## src/rtl/apmp_pkg.sv

```systemverilog
// shared types and constants for the ascii pair multiply parser
`timescale 1ns / 1ps

package apmp_pkg;

  // parse phase within one line
  typedef enum logic [1:0] {
    PH_FIRST  = 2'd0,
    PH_SECOND = 2'd1,
    PH_DONE   = 2'd2,
    PH_BAD    = 2'd3
  } phase_e;

  // one finished line handed from the parser to the multiply side
  typedef struct packed {
    logic        format_ok;
    logic [31:0] first_value;
    logic [31:0] second_value;
  } line_rec_t;

  // characters of interest
  localparam logic [7:0] CHAR_CR    = 8'h0D;
  localparam logic [7:0] CHAR_LF    = 8'h0A;
  localparam logic [7:0] CHAR_SLASH = 8'h2F;
  localparam logic [7:0] CHAR_ZERO  = 8'h30;
  localparam logic [7:0] CHAR_NINE  = 8'h39;

  // threshold after reset
  localparam logic [31:0] LED_THRESHOLD_RESET = 32'd100;

  // line queue between parser and multiply side
  localparam int unsigned FIFO_DEPTH = 4;
  localparam int unsigned FIFO_PTR_W = 2;

endpackage

```

## src/rtl/apmp_front.sv

```systemverilog
// byte parser: accumulates the two numbers and closes lines
`timescale 1ns / 1ps

module apmp_front #(
  parameter int unsigned LINE_CHARS = 31
) (
  input  logic                 clk_i,
  input  logic                 rst_ni,
  input  logic                 in_valid_i,
  input  logic [7:0]           rx_byte_i,
  output logic                 in_stall_o,
  input  logic                 q_full_i,
  output logic                 q_push_o,
  output apmp_pkg::line_rec_t  q_data_o
);

  localparam int unsigned CNT_W = $clog2(LINE_CHARS + 1);

  apmp_pkg::phase_e phase_q, phase_d;
  logic [31:0]      first_q, first_d;
  logic [31:0]      second_q, second_d;
  logic [CNT_W-1:0] count_q, count_d;

  logic        accept;
  logic        is_eol;
  logic        is_digit;
  logic        line_full;
  logic        line_end;
  logic [31:0] digit_ext;

  // byte classification
  assign accept    = in_valid_i && !in_stall_o;
  assign is_eol    = (rx_byte_i == apmp_pkg::CHAR_CR) || (rx_byte_i == apmp_pkg::CHAR_LF);
  assign is_digit  = (rx_byte_i >= apmp_pkg::CHAR_ZERO) && (rx_byte_i <= apmp_pkg::CHAR_NINE);
  assign digit_ext = {28'd0, rx_byte_i[3:0]};
  assign line_full = (count_q == CNT_W'(LINE_CHARS - 1));
  assign line_end  = is_eol || line_full;

  // hold off input while the line queue has no room
  assign in_stall_o = q_full_i;

  // parse step for a stored byte
  always_comb begin
    phase_d  = phase_q;
    first_d  = first_q;
    second_d = second_q;
    if (!is_eol) begin
      unique case (phase_q)
        apmp_pkg::PH_FIRST: begin
          if (is_digit) begin
            first_d = (first_q << 3) + (first_q << 1) + digit_ext;
          end else if (rx_byte_i == apmp_pkg::CHAR_SLASH) begin
            phase_d = apmp_pkg::PH_SECOND;
          end else begin
            phase_d = apmp_pkg::PH_BAD;
          end
        end
        apmp_pkg::PH_SECOND: begin
          if (is_digit) begin
            second_d = (second_q << 3) + (second_q << 1) + digit_ext;
          end else begin
            phase_d = apmp_pkg::PH_DONE;
          end
        end
        default: begin
        end
      endcase
    end
    count_d = count_q + CNT_W'(1);
  end

  // line record from the state after this byte
  always_comb begin
    q_data_o.format_ok    = (phase_d == apmp_pkg::PH_SECOND) || (phase_d == apmp_pkg::PH_DONE);
    q_data_o.first_value  = first_d;
    q_data_o.second_value = q_data_o.format_ok ? second_d : 32'd0;
  end

  assign q_push_o = accept && line_end;

  // parser state
  always_ff @(posedge clk_i or negedge rst_ni) begin
    if (!rst_ni) begin
      phase_q  <= apmp_pkg::PH_FIRST;
      first_q  <= '0;
      second_q <= '0;
      count_q  <= '0;
    end else if (accept) begin
      if (line_end) begin
        phase_q  <= apmp_pkg::PH_FIRST;
        first_q  <= '0;
        second_q <= '0;
        count_q  <= '0;
      end else begin
        phase_q  <= phase_d;
        first_q  <= first_d;
        second_q <= second_d;
        count_q  <= count_d;
      end
    end
  end

`ifndef SYNTHESIS
  // stored count never reaches the line length
  assert property (@(posedge clk_i) disable iff (!rst_ni)
    count_q < CNT_W'(LINE_CHARS))
    else $error("stored count out of range");

  // a closed line restarts the parser
  assert property (@(posedge clk_i) disable iff (!rst_ni)
    q_push_o |=> (count_q == '0) && (phase_q == apmp_pkg::PH_FIRST) && (second_q == 32'd0))
    else $error("parser not restarted after line end");
`endif

endmodule

```

## src/rtl/apmp_fifo.sv

```systemverilog
// small queue of finished lines between parser and multiply side
`timescale 1ns / 1ps

module apmp_fifo (
  input  logic                 clk_i,
  input  logic                 rst_ni,
  input  logic                 push_i,
  input  apmp_pkg::line_rec_t  wr_data_i,
  output logic                 full_o,
  input  logic                 pop_i,
  output logic                 empty_o,
  output apmp_pkg::line_rec_t  rd_data_o
);

  localparam int unsigned PW = apmp_pkg::FIFO_PTR_W;

  apmp_pkg::line_rec_t entries_q [apmp_pkg::FIFO_DEPTH];
  logic [PW-1:0]       wr_ptr_q, rd_ptr_q;
  logic [PW:0]         cnt_q;

  assign full_o    = (cnt_q == (PW + 1)'(apmp_pkg::FIFO_DEPTH));
  assign empty_o   = (cnt_q == '0);
  assign rd_data_o = entries_q[rd_ptr_q];

  // entry storage
  always_ff @(posedge clk_i) begin
    if (push_i) begin
      entries_q[wr_ptr_q] <= wr_data_i;
    end
  end

  // pointers and fill count
  always_ff @(posedge clk_i or negedge rst_ni) begin
    if (!rst_ni) begin
      wr_ptr_q <= '0;
      rd_ptr_q <= '0;
      cnt_q    <= '0;
    end else begin
      if (push_i) begin
        wr_ptr_q <= wr_ptr_q + PW'(1);
      end
      if (pop_i) begin
        rd_ptr_q <= rd_ptr_q + PW'(1);
      end
      if (push_i && !pop_i) begin
        cnt_q <= cnt_q + (PW + 1)'(1);
      end else if (pop_i && !push_i) begin
        cnt_q <= cnt_q - (PW + 1)'(1);
      end
    end
  end

`ifndef SYNTHESIS
  // no push into a full queue, no pop from an empty one
  assert property (@(posedge clk_i) disable iff (!rst_ni)
    !(push_i && full_o) && !(pop_i && empty_o))
    else $error("line queue overflow or underflow");
`endif

endmodule

```

## src/rtl/apmp_back.sv

```systemverilog
// multiply, threshold compare, led state and result register
`timescale 1ns / 1ps

module apmp_back (
  input  logic                 clk_i,
  input  logic                 rst_ni,
  input  logic [31:0]          threshold_i,
  input  logic                 q_empty_i,
  input  apmp_pkg::line_rec_t  q_data_i,
  output logic                 q_pop_o,
  output logic                 out_valid_o,
  input  logic                 out_stall_i,
  output logic                 format_ok_o,
  output logic signed [31:0]   first_value_o,
  output logic signed [31:0]   second_value_o,
  output logic signed [31:0]   product_o,
  output logic                 led_on_o
);

  logic                s1_valid_q;
  apmp_pkg::line_rec_t s1_rec_q;
  logic [31:0]         s1_prod_q;

  logic                out_valid_q;
  apmp_pkg::line_rec_t out_rec_q;
  logic [31:0]         out_prod_q;
  logic                led_q, led_d;

  logic s2_en;
  logic s1_ready;

  // pipeline advance
  assign s2_en    = !out_valid_q || !out_stall_i;
  assign s1_ready = !s1_valid_q || s2_en;
  assign q_pop_o  = !q_empty_i && s1_ready;

  // led update for a valid line
  always_comb begin
    led_d = led_q;
    if (s1_valid_q && s1_rec_q.format_ok) begin
      led_d = $signed(s1_prod_q) > $signed(threshold_i);
    end
  end

  // multiply stage payload
  always_ff @(posedge clk_i) begin
    if (s1_ready) begin
      s1_rec_q  <= q_data_i;
      s1_prod_q <= q_data_i.first_value * q_data_i.second_value;
    end
  end

  // output stage payload
  always_ff @(posedge clk_i) begin
    if (s2_en) begin
      out_rec_q  <= s1_rec_q;
      out_prod_q <= s1_prod_q;
    end
  end

  // valid bits and led state
  always_ff @(posedge clk_i or negedge rst_ni) begin
    if (!rst_ni) begin
      s1_valid_q  <= 1'b0;
      out_valid_q <= 1'b0;
      led_q       <= 1'b0;
    end else begin
      if (s1_ready) begin
        s1_valid_q <= q_pop_o;
      end
      if (s2_en) begin
        out_valid_q <= s1_valid_q;
        led_q       <= led_d;
      end
    end
  end

  assign out_valid_o    = out_valid_q;
  assign format_ok_o    = out_rec_q.format_ok;
  assign first_value_o  = out_rec_q.first_value;
  assign second_value_o = out_rec_q.second_value;
  assign product_o      = out_prod_q;
  assign led_on_o       = led_q;

`ifndef SYNTHESIS
  // an invalid line leaves the led alone
  assert property (@(posedge clk_i) disable iff (!rst_ni)
    (s2_en && s1_valid_q && !s1_rec_q.format_ok) |=> $stable(led_q))
    else $error("led changed on invalid line");
`endif

endmodule

```

## src/rtl/ascii_pair_multiply_parser_core.sv

```systemverilog
// top level of the ascii pair multiply parser
`timescale 1ns / 1ps

// Takes one received byte per cycle and parses lines of the form decimal/decimal,
// ending at CR, LF or after LINE_CHARS stored bytes; each line end gives one result
// with the format flag, both numbers, their wrapped product and the led state.
// The parser accepts a byte every cycle while the queue has room; a finished line
// goes into a four-line queue, then through a multiply stage and an output
// register that holds its result. Input stalls only while that queue is
// full, which happens when the output side is held off.
// The threshold register may be written while no line is in flight.

module ascii_pair_multiply_parser_core #(
  parameter int unsigned LINE_CHARS = 31
) (
  input  logic               clk_i,
  input  logic               rst_ni,
  input  logic               in_valid_i,
  output logic               in_stall_o,
  input  logic [7:0]         rx_byte_i,
  output logic               out_valid_o,
  input  logic               out_stall_i,
  output logic               format_ok_o,
  output logic signed [31:0] first_value_o,
  output logic signed [31:0] second_value_o,
  output logic signed [31:0] product_o,
  output logic               led_on_o,
  input  logic               cfg_valid_i,
  output logic               cfg_ready_o,
  input  logic [31:0]        cfg_data_i
);

  logic [31:0]         threshold_q;
  logic                q_full;
  logic                q_empty;
  logic                q_push;
  logic                q_pop;
  apmp_pkg::line_rec_t q_wr_data;
  apmp_pkg::line_rec_t q_rd_data;

  // threshold register
  assign cfg_ready_o = 1'b1;

  always_ff @(posedge clk_i or negedge rst_ni) begin
    if (!rst_ni) begin
      threshold_q <= apmp_pkg::LED_THRESHOLD_RESET;
    end else if (cfg_valid_i && cfg_ready_o) begin
      threshold_q <= cfg_data_i;
    end
  end

  // byte parser
  apmp_front #(
    .LINE_CHARS(LINE_CHARS)
  ) u_front (
    .clk_i     (clk_i),
    .rst_ni    (rst_ni),
    .in_valid_i(in_valid_i),
    .rx_byte_i (rx_byte_i),
    .in_stall_o(in_stall_o),
    .q_full_i  (q_full),
    .q_push_o  (q_push),
    .q_data_o  (q_wr_data)
  );

  // line queue
  apmp_fifo u_fifo (
    .clk_i    (clk_i),
    .rst_ni   (rst_ni),
    .push_i   (q_push),
    .wr_data_i(q_wr_data),
    .full_o   (q_full),
    .pop_i    (q_pop),
    .empty_o  (q_empty),
    .rd_data_o(q_rd_data)
  );

  // multiply and result side
  apmp_back u_back (
    .clk_i         (clk_i),
    .rst_ni        (rst_ni),
    .threshold_i   (threshold_q),
    .q_empty_i     (q_empty),
    .q_data_i      (q_rd_data),
    .q_pop_o       (q_pop),
    .out_valid_o   (out_valid_o),
    .out_stall_i   (out_stall_i),
    .format_ok_o   (format_ok_o),
    .first_value_o (first_value_o),
    .second_value_o(second_value_o),
    .product_o     (product_o),
    .led_on_o      (led_on_o)
  );

`ifndef SYNTHESIS
  // a line closed while the queue is full would be lost
  assert property (@(posedge clk_i) disable iff (!rst_ni)
    in_valid_i && q_full |-> in_stall_o)
    else $error("byte accepted with full line queue");
`endif

endmodule
```

## config.mk

```make
export PLATFORM = sky130hd
export DESIGN_NAME = ascii_pair_multiply_parser_core
export DESIGN_NICKNAME = d
export VERILOG_FILES = /design/src/rtl/apmp_pkg.sv /design/src/rtl/apmp_front.sv /design/src/rtl/apmp_fifo.sv /design/src/rtl/apmp_back.sv /design/src/rtl/ascii_pair_multiply_parser_core.sv
export SDC_FILE = /design/constraint.sdc
export NUM_CORES = 2
export LEC_CHECK = 0
export BUFFER_PORTS_ARGS = -buffer_cell sky130_fd_sc_hd__buf_2
export CORE_ASPECT_RATIO = 1.25
export CORE_MARGIN = 4
export CORE_UTILIZATION = 25
export CTS_BUF_LIST = sky130_fd_sc_hd__clkbuf_4 sky130_fd_sc_hd__clkbuf_8
export CTS_CLUSTER_SIZE = 30
export DETAILED_ROUTE_END_ITERATION = 8
export HOLD_SLACK_MARGIN = 0.03
export PLACE_DENSITY = 0.42
export SETUP_SLACK_MARGIN = 0.4
export SLEW_MARGIN = 15
export SYNTH_ARGS = -nofsm -noshare
export SYNTH_HDL_FRONTEND = slang
export SYNTH_SLANG_ARGS = --single-unit
```

## constraint.sdc

```tcl
create_clock -name clk_i -period 18.25 [get_ports clk_i]
set_input_delay 1.825 -clock clk_i [delete_from_list [all_inputs] [get_ports clk_i]]
set_output_delay 1.825 -clock clk_i [all_outputs]
set_load 0.02 [all_outputs]
```

Yosys cells after proc, flatten, opt, wreduce, memory -nomap -nowiden
Memories as Yosys holds them, arrays and structs flattened.
Index checks and enable logic that the tools add are counted.
- bits in writable memories: 260
- register bits after elaboration: 307
- output and inout port bits: 101
- memories kept: 1
- input port bits: 45
- equal/unequal tests: 8
- magnitude comparators: 3
- multiplexer cells: 20
- add/subtract/negate cells: 9
- multipliers: 1
- reductions and logical operators: 23
- memories (name ; depth ; width ; rd ports ; clocked after memory_dff ; write ports ; RTL line ; text):
    u_fifo.entries_q ; 4 ; 65 ; 1 ; 0 ; 1 ; apmp_fifo.sv:17 ; apmp_pkg::line_rec_t entries_q [apmp_pkg::FIFO_DEPTH];
- operators by type and width (operator ; number):
    $mux 32 ; 9
    $add 32x32->32 ; 2
    $add 32x4->32 ; 2
    $gt 32x32->1 ; 1
    $mul 32x32->32 ; 1
    $eq 8x4->1 const B ; 2
    $mux 2 ; 5
    $eq 8x6->1 const B ; 1
    $ge 8x6->1 const B ; 1
    $le 8x6->1 const B ; 1
    $logic_and 1x1->1 ; 7
    $logic_not 1->1 ; 7
    $mux 3 ; 2
    $add 5x1->5 const B ; 1
    $eq 5x5->1 const B ; 1
    $logic_or 1x1->1 ; 5
    $mux 5 ; 1
    $add 2x1->2 const B ; 2
    $eq 2x1->1 const B ; 2
    $pmux 2 s2 ; 1
    $add 3x1->3 const B ; 1
    $eq 3x3->1 const B ; 1
    $logic_not 3->1 ; 1
    $sub 3x1->3 const B ; 1
    5 further kinds ; 6

Logic depth before layout (Yosys ltp)
- depth after elaboration: 8
- gate-level depth with buffers: 32
- gate-level depth less buffers: 28

By module
From an unflattened synthesis, not the netlist that was laid out.
- cells, all modules: 3366
- area, all modules: 41108.2 µm²
- by module, submodules not included (module ; times used ; area an instance (µm²) ; cells an instance):
    apmp_back ; 1 ; 22445.3 ; 2050
    apmp_fifo ; 1 ; 9808.2 ; 374
    apmp_front ; 1 ; 7494.7 ; 872
    ascii_pair_multiply_parser_core ; 1 ; 1360.1 ; 70

Least setup slack after synthesis
Ideal clock, no wire load.
- path kind: flip-flop to flip-flop
- from: register u_fifo.rd_ptr_q[0]
- to: register u_back.s1_prod_q[31] (data pin)
- library setup time: 260 ps
- stages on the path, launching flop included: 30
- required time: 17990 ps
- path slack: 10669 ps
- period minus slack after synthesis: 7581 ps
- buffers on the path: 4
- arrival: 7321 ps
- cells stage by stage: dfrtp_1 > buf_6 > buf_6 > buf_6 > mux2_2 > inv_2 > clkbuf_1 > nand2_1 > fa_1 > fa_1 > inv_1 > fa_1 > inv_1 > fa_1 > inv_1 > fa_1 > fa_1 > fa_1 > fa_1 > ha_1 > a21o_1 > a21oi_1 > o21bai_1 > a211oi_1 > nor2_1 > a311oi_1 > o21bai_1 > a21o_1 > a21oi_1 > xnor2_1
- RTL lines (what ; RTL line ; text):
    from (decl) ; apmp_fifo.sv:18 ; logic [PW-1:0] wr_ptr_q, rd_ptr_q;
    from (signal assigned) ; apmp_fifo.sv:43 ; rd_ptr_q <= rd_ptr_q + PW'(1);
    to (signal assigned) ; apmp_back.sv:49 ; s1_prod_q <= q_data_i.first_value * q_data_i.second_value;
    to (decl) ; apmp_back.sv:22 ; logic [31:0] s1_prod_q;

Worst setup path after layout
- from: register u_fifo.rd_ptr_q[1]
- to: register u_back.s1_prod_q[31] (data pin)
- word-level cells in the longest chain between the ends: 2
- ends and longest elaborated chain (what ; RTL line):
    $mem_v2 4x65 ; n/a
    $mul 32x32->32 ; apmp_back.sv:49
No other way between the ends.
A chain may end at the register's enable or synchronous reset.

==> results.tsv <==
stage	metric	value	unit
status	status	complete, no violations	
placed_design	PortBufs	144	
die	Rows	164	
timing	Max Clk Rate	0.107	GHz
clock_network	# resized after CTS	0	
die	Die Ht	457	um
drt	Via-to-Cell Ratio	4.31	
timing	Slew @ Worst Pin	1030	ps
critical_path	Critical R2R Launch	u_fifo.rd_ptr_q[1]$_DFFE_PN0P_	
hold_path	hold path cells	0	
synthesis	library cells used by synthesis	71	
timing	crit path time final	9320	ps
synthesis	post-synthesis area per instance	11.7	um^2
synthesis	Mapped Cells	3450	
global_routing	first-pass GRT wire length	175000	um
global_routing	GRT overflow	0	
drt	Iteration-0 DRC Markers	1202	
drt	DRT Pass-1 Iters	5	
timing	RSZ-0062 raised after global routing	no	
timing	Slew Limit Fails	0	
placed_design	placer congestion estimate	0.789	
synthesis	asr flop ratio synth	0.199	
cells_and_area	final core occ	0.286	
clock_network	CTS buffer count	102	
drt	remaining antenna violation count after routing	0	
timing	final setup violation count	0	
timing	Final Hold Vio Count	0	
critical_path	CP Max Fanout	56	
critical_path	Critical Path Start Type	flop	
timing	max_slew headroom	0.311	
critical_path	setup slack on the worst flop-to-flop path	8930	ps
die	Initial Utilization	0.252	
die	core box area	160000	um^2
drt	Post-Route WL	115000	um
synthesis	post-synthesis register bit count	567	
global_routing	antenna violations before repair	2	
hold_path	Hold EP	u_back.first_value_o[27]$_DFFE_PP_	
critical_path	R2R cell count	25	
clock_network	post-cts hold buffer count	0	
clock_network	Clk pin slew, worst setup/hold paths	60	ps
timing	Fin Setup TNS	0	ps
synthesis	Post-Synthesis Cell Area	40400	um^2
synthesis	Post-synth EDFFs	454	
die	I/O Pins	146	
critical_path	CP required	18810	ps
synthesis	ys flop type	edfxtp_1	
critical_path	Worst Path Class, Setup	flop to flop	
cells_and_area	layout cells sized above 1	0.129	
die	Die Wd	367	um
global_routing	vias in the first global route	27441	
flow_run	# Max-Cap Violations	0	
power_and_ir_drop	leakage	20.2	nW
die	die area	168000	um^2
timing	Clock Skew	68.4	ps
power_and_ir_drop	P per Cell Area	139	nW/um^2
cells_and_area	Final #Nets	4322	
hold_path	Worst Hold Launch	u_back.s1_rec_q[59]$_DFFE_PN_	
drt	vias	25162	
synthesis	register area share after synthesis	0.408	
clock_network	H-tree depth	3	
synthesis	syn nets	4186	
global_routing	pin count of the biggest net entering global routing	71	
critical_path	R2R Path End	u_back.s1_prod_q[31]$_DFFE_PN_	
clock_network	postcts setup bufs	0	
power_and_ir_drop	IR Drop Worst-Case VDD	0.104	mV
critical_path	crit path DAT	9880	ps
drt	DR WL/cell	19.8	um
synthesis	Yosys warning count	0	
hold_path	Hold Crit Class	flop to flop	
timing	Final period util	0.511	
clock_network	Root Driver	clkbuf_8	
cells_and_area	Layout fillers	16515	
critical_path	CP Capture Type	flop	
global_routing	GRT Total Usage	0.137	
drt	remaining routing DRC violations	0	
clock_network	Worst-Skew Late Latency	840	ps
clock_network	clk sinks	567	
clock_network	Bufs on Longest Clock Path	3	
clock_network	CTS tree	done	
placed_design	Final HPWL DP	86100	um
cells_and_area	Layout Area Growth over Synthesis	13.5	%
## layout make-up
cell class | count | area [um^2] | share of cell area
Clock buffer | 146 | 1870 | 0.0407
Clock inverter | 45 | 611 | 0.0133
Tap cell | 2158 | 2700 | 0.0589
Timing Repair Buffer | 166 | 892 | 0.0195
Inverter | 486 | 1820 | 0.0398
Multi-Input combinational cell | 2263 | 21500 | 0.468
Sequential cell | 567 | 16500 | 0.359
Antenna cell | 2 | 5.00 | 0.000109
## cells by family after synthesis
family,share of synthesized area
other cells,0.0000929
fa+ha+maj,0.291
xor+xnor,0.0331
compound gates,0.0620
mux,0.0470
flops,0.408
buf+inv,0.0618
simple gates,0.0974
## stage by stage
step           cells  hold slack, ps  setup WS [ps]  total power [mW]  instance area [um^2]
6_report        5833             417           8930              6.39                 45800
3_3_place_gp    5640             401           8760              5.04                 43400
4_1_cts         5831             418           8710              6.55                 45800
3_5_place_dp    5640             405           8670              5.05                 43400
5_1_grt         5833             422           8340              6.93                 45800
2_1_floorplan   3450             400          10670              4.04                 40400
## power breakdown
part	switching (mW)	leakage [nW]	internal, mW
Clock	0.590	1.26	0.851
Sequential	0.132	6.18	1.69
Combinational	1.90	12.7	1.22
## how the worst max path moves through the flow
| stage | start | end | cells past startpoint |
|---|---|---|---|
| 2_1_floorplan | u_fifo.rd_ptr_q[0]$_DFFE_PN0P_ | u_back.s1_prod_q[31]$_DFFE_PN_ | 29 |
| 3_3_place_gp | u_fifo.rd_ptr_q[0]$_DFFE_PN0P_ | u_back.s1_prod_q[31]$_DFFE_PN_ | 26 |
| 3_5_place_dp | u_fifo.rd_ptr_q[0]$_DFFE_PN0P_ | u_back.s1_prod_q[31]$_DFFE_PN_ | 26 |
| 4_1_cts | u_fifo.rd_ptr_q[0]$_DFFE_PN0P_ | u_back.s1_prod_q[31]$_DFFE_PN_ | 26 |
| 5_1_grt | u_fifo.rd_ptr_q[0]$_DFFE_PN0P_ | u_back.s1_prod_q[31]$_DFFE_PN_ | 26 |
| 6_report | u_fifo.rd_ptr_q[1]$_DFFE_PN0P_ | u_back.s1_prod_q[31]$_DFFE_PN_ | 25 |
## synth_stat cells (all sizes together), types with 20 or more instances
library cell  instances  area share
a22o                 46       0.010
fa                  413        0.20
mux4                 37       0.021
xor2                 40      0.0094
nand2b               20      0.0031
clkbuf              103      0.0096
buf                  31      0.0070
a21o                 51      0.0095
mux2                 37       0.012
xnor2               109       0.024
and2                110       0.017
dfrtp               110       0.068
edfxtp              454        0.34
nand2               454       0.043
mux2i                60       0.015
o21ai               113       0.014
nor2                207       0.019
a21oi                96       0.012
ha                  278       0.086
inv                 483       0.045
## registers in the layout (all words and copies together), names as in the netlist
| name | count |
|---|---|
| u_front.count_q | 5 |
| u_fifo.wr_ptr_q | 2 |
| u_back.second_value_o | 32 |
| u_back.format_ok_o | 1 |
| u_front.phase_q | 2 |
| u_fifo.rd_ptr_q | 2 |
| u_fifo.cnt_q | 3 |
| u_back.s1_valid_q | 1 |
| u_front.first_q | 32 |
| threshold_q | 32 |
| u_back.product_o | 32 |
| u_back.out_valid_o | 1 |
| u_front.second_q | 32 |
| u_fifo.entries_q | 260 |
| u_back.led_on_o | 1 |
| u_back.s1_rec_q | 65 |
| u_back.s1_prod_q | 32 |
| u_back.first_value_o | 32 |
## layer usage
metal / up-vias / share of wire / GRT usage / routed length, um
met5: - / 0 / 0 / 0
met4: 0 / 0.020 / 0.0369 / 2360
met3: 118 / 0.035 / 0.0190 / 3990
met2: 402 / 0.51 / 0.248 / 58800
met1: 12938 / 0.44 / 0.172 / 50300
li1: 11704 / - / - / -
## cell usage in the layout (no fill, tap or decap), drive strengths merged, types with 37 or more instances in the layout
| cell type | instances |
|---|---|
| a21o | 51 |
| a21oi | 96 |
| a22o | 46 |
| and2 | 110 |
| buf | 166 |
| clkbuf | 146 |
| dfrtp | 110 |
| edfxtp | 454 |
| fa | 413 |
| ha | 278 |
| inv | 487 |
| mux2 | 37 |
| mux2i | 60 |
| mux4 | 37 |
| nand2 | 454 |
| nor2 | 207 |
| o21ai | 113 |
| xnor2 | 109 |
| xor2 | 40 |
## worst max-delay path: stages (launching register included)
cell,delay [ps]
dfrtp_4,890
buf_4,820
mux4_2,700
and2_1,280
fa_1,470
inv_1,50
fa_1,490
fa_1,480
fa_1,560
inv_1,50
fa_1,490
inv_1,50
fa_1,520
inv_1,50
fa_1,490
fa_1,430
ha_1,360
a21oi_1,160
inv_1,50
a31oi_1,180
a21oi_1,170
a311oi_1,620
o21bai_1,170
a21o_1,210
a21oi_1,170
xnor2_1,80
Power figures use the tool's default switching activity.
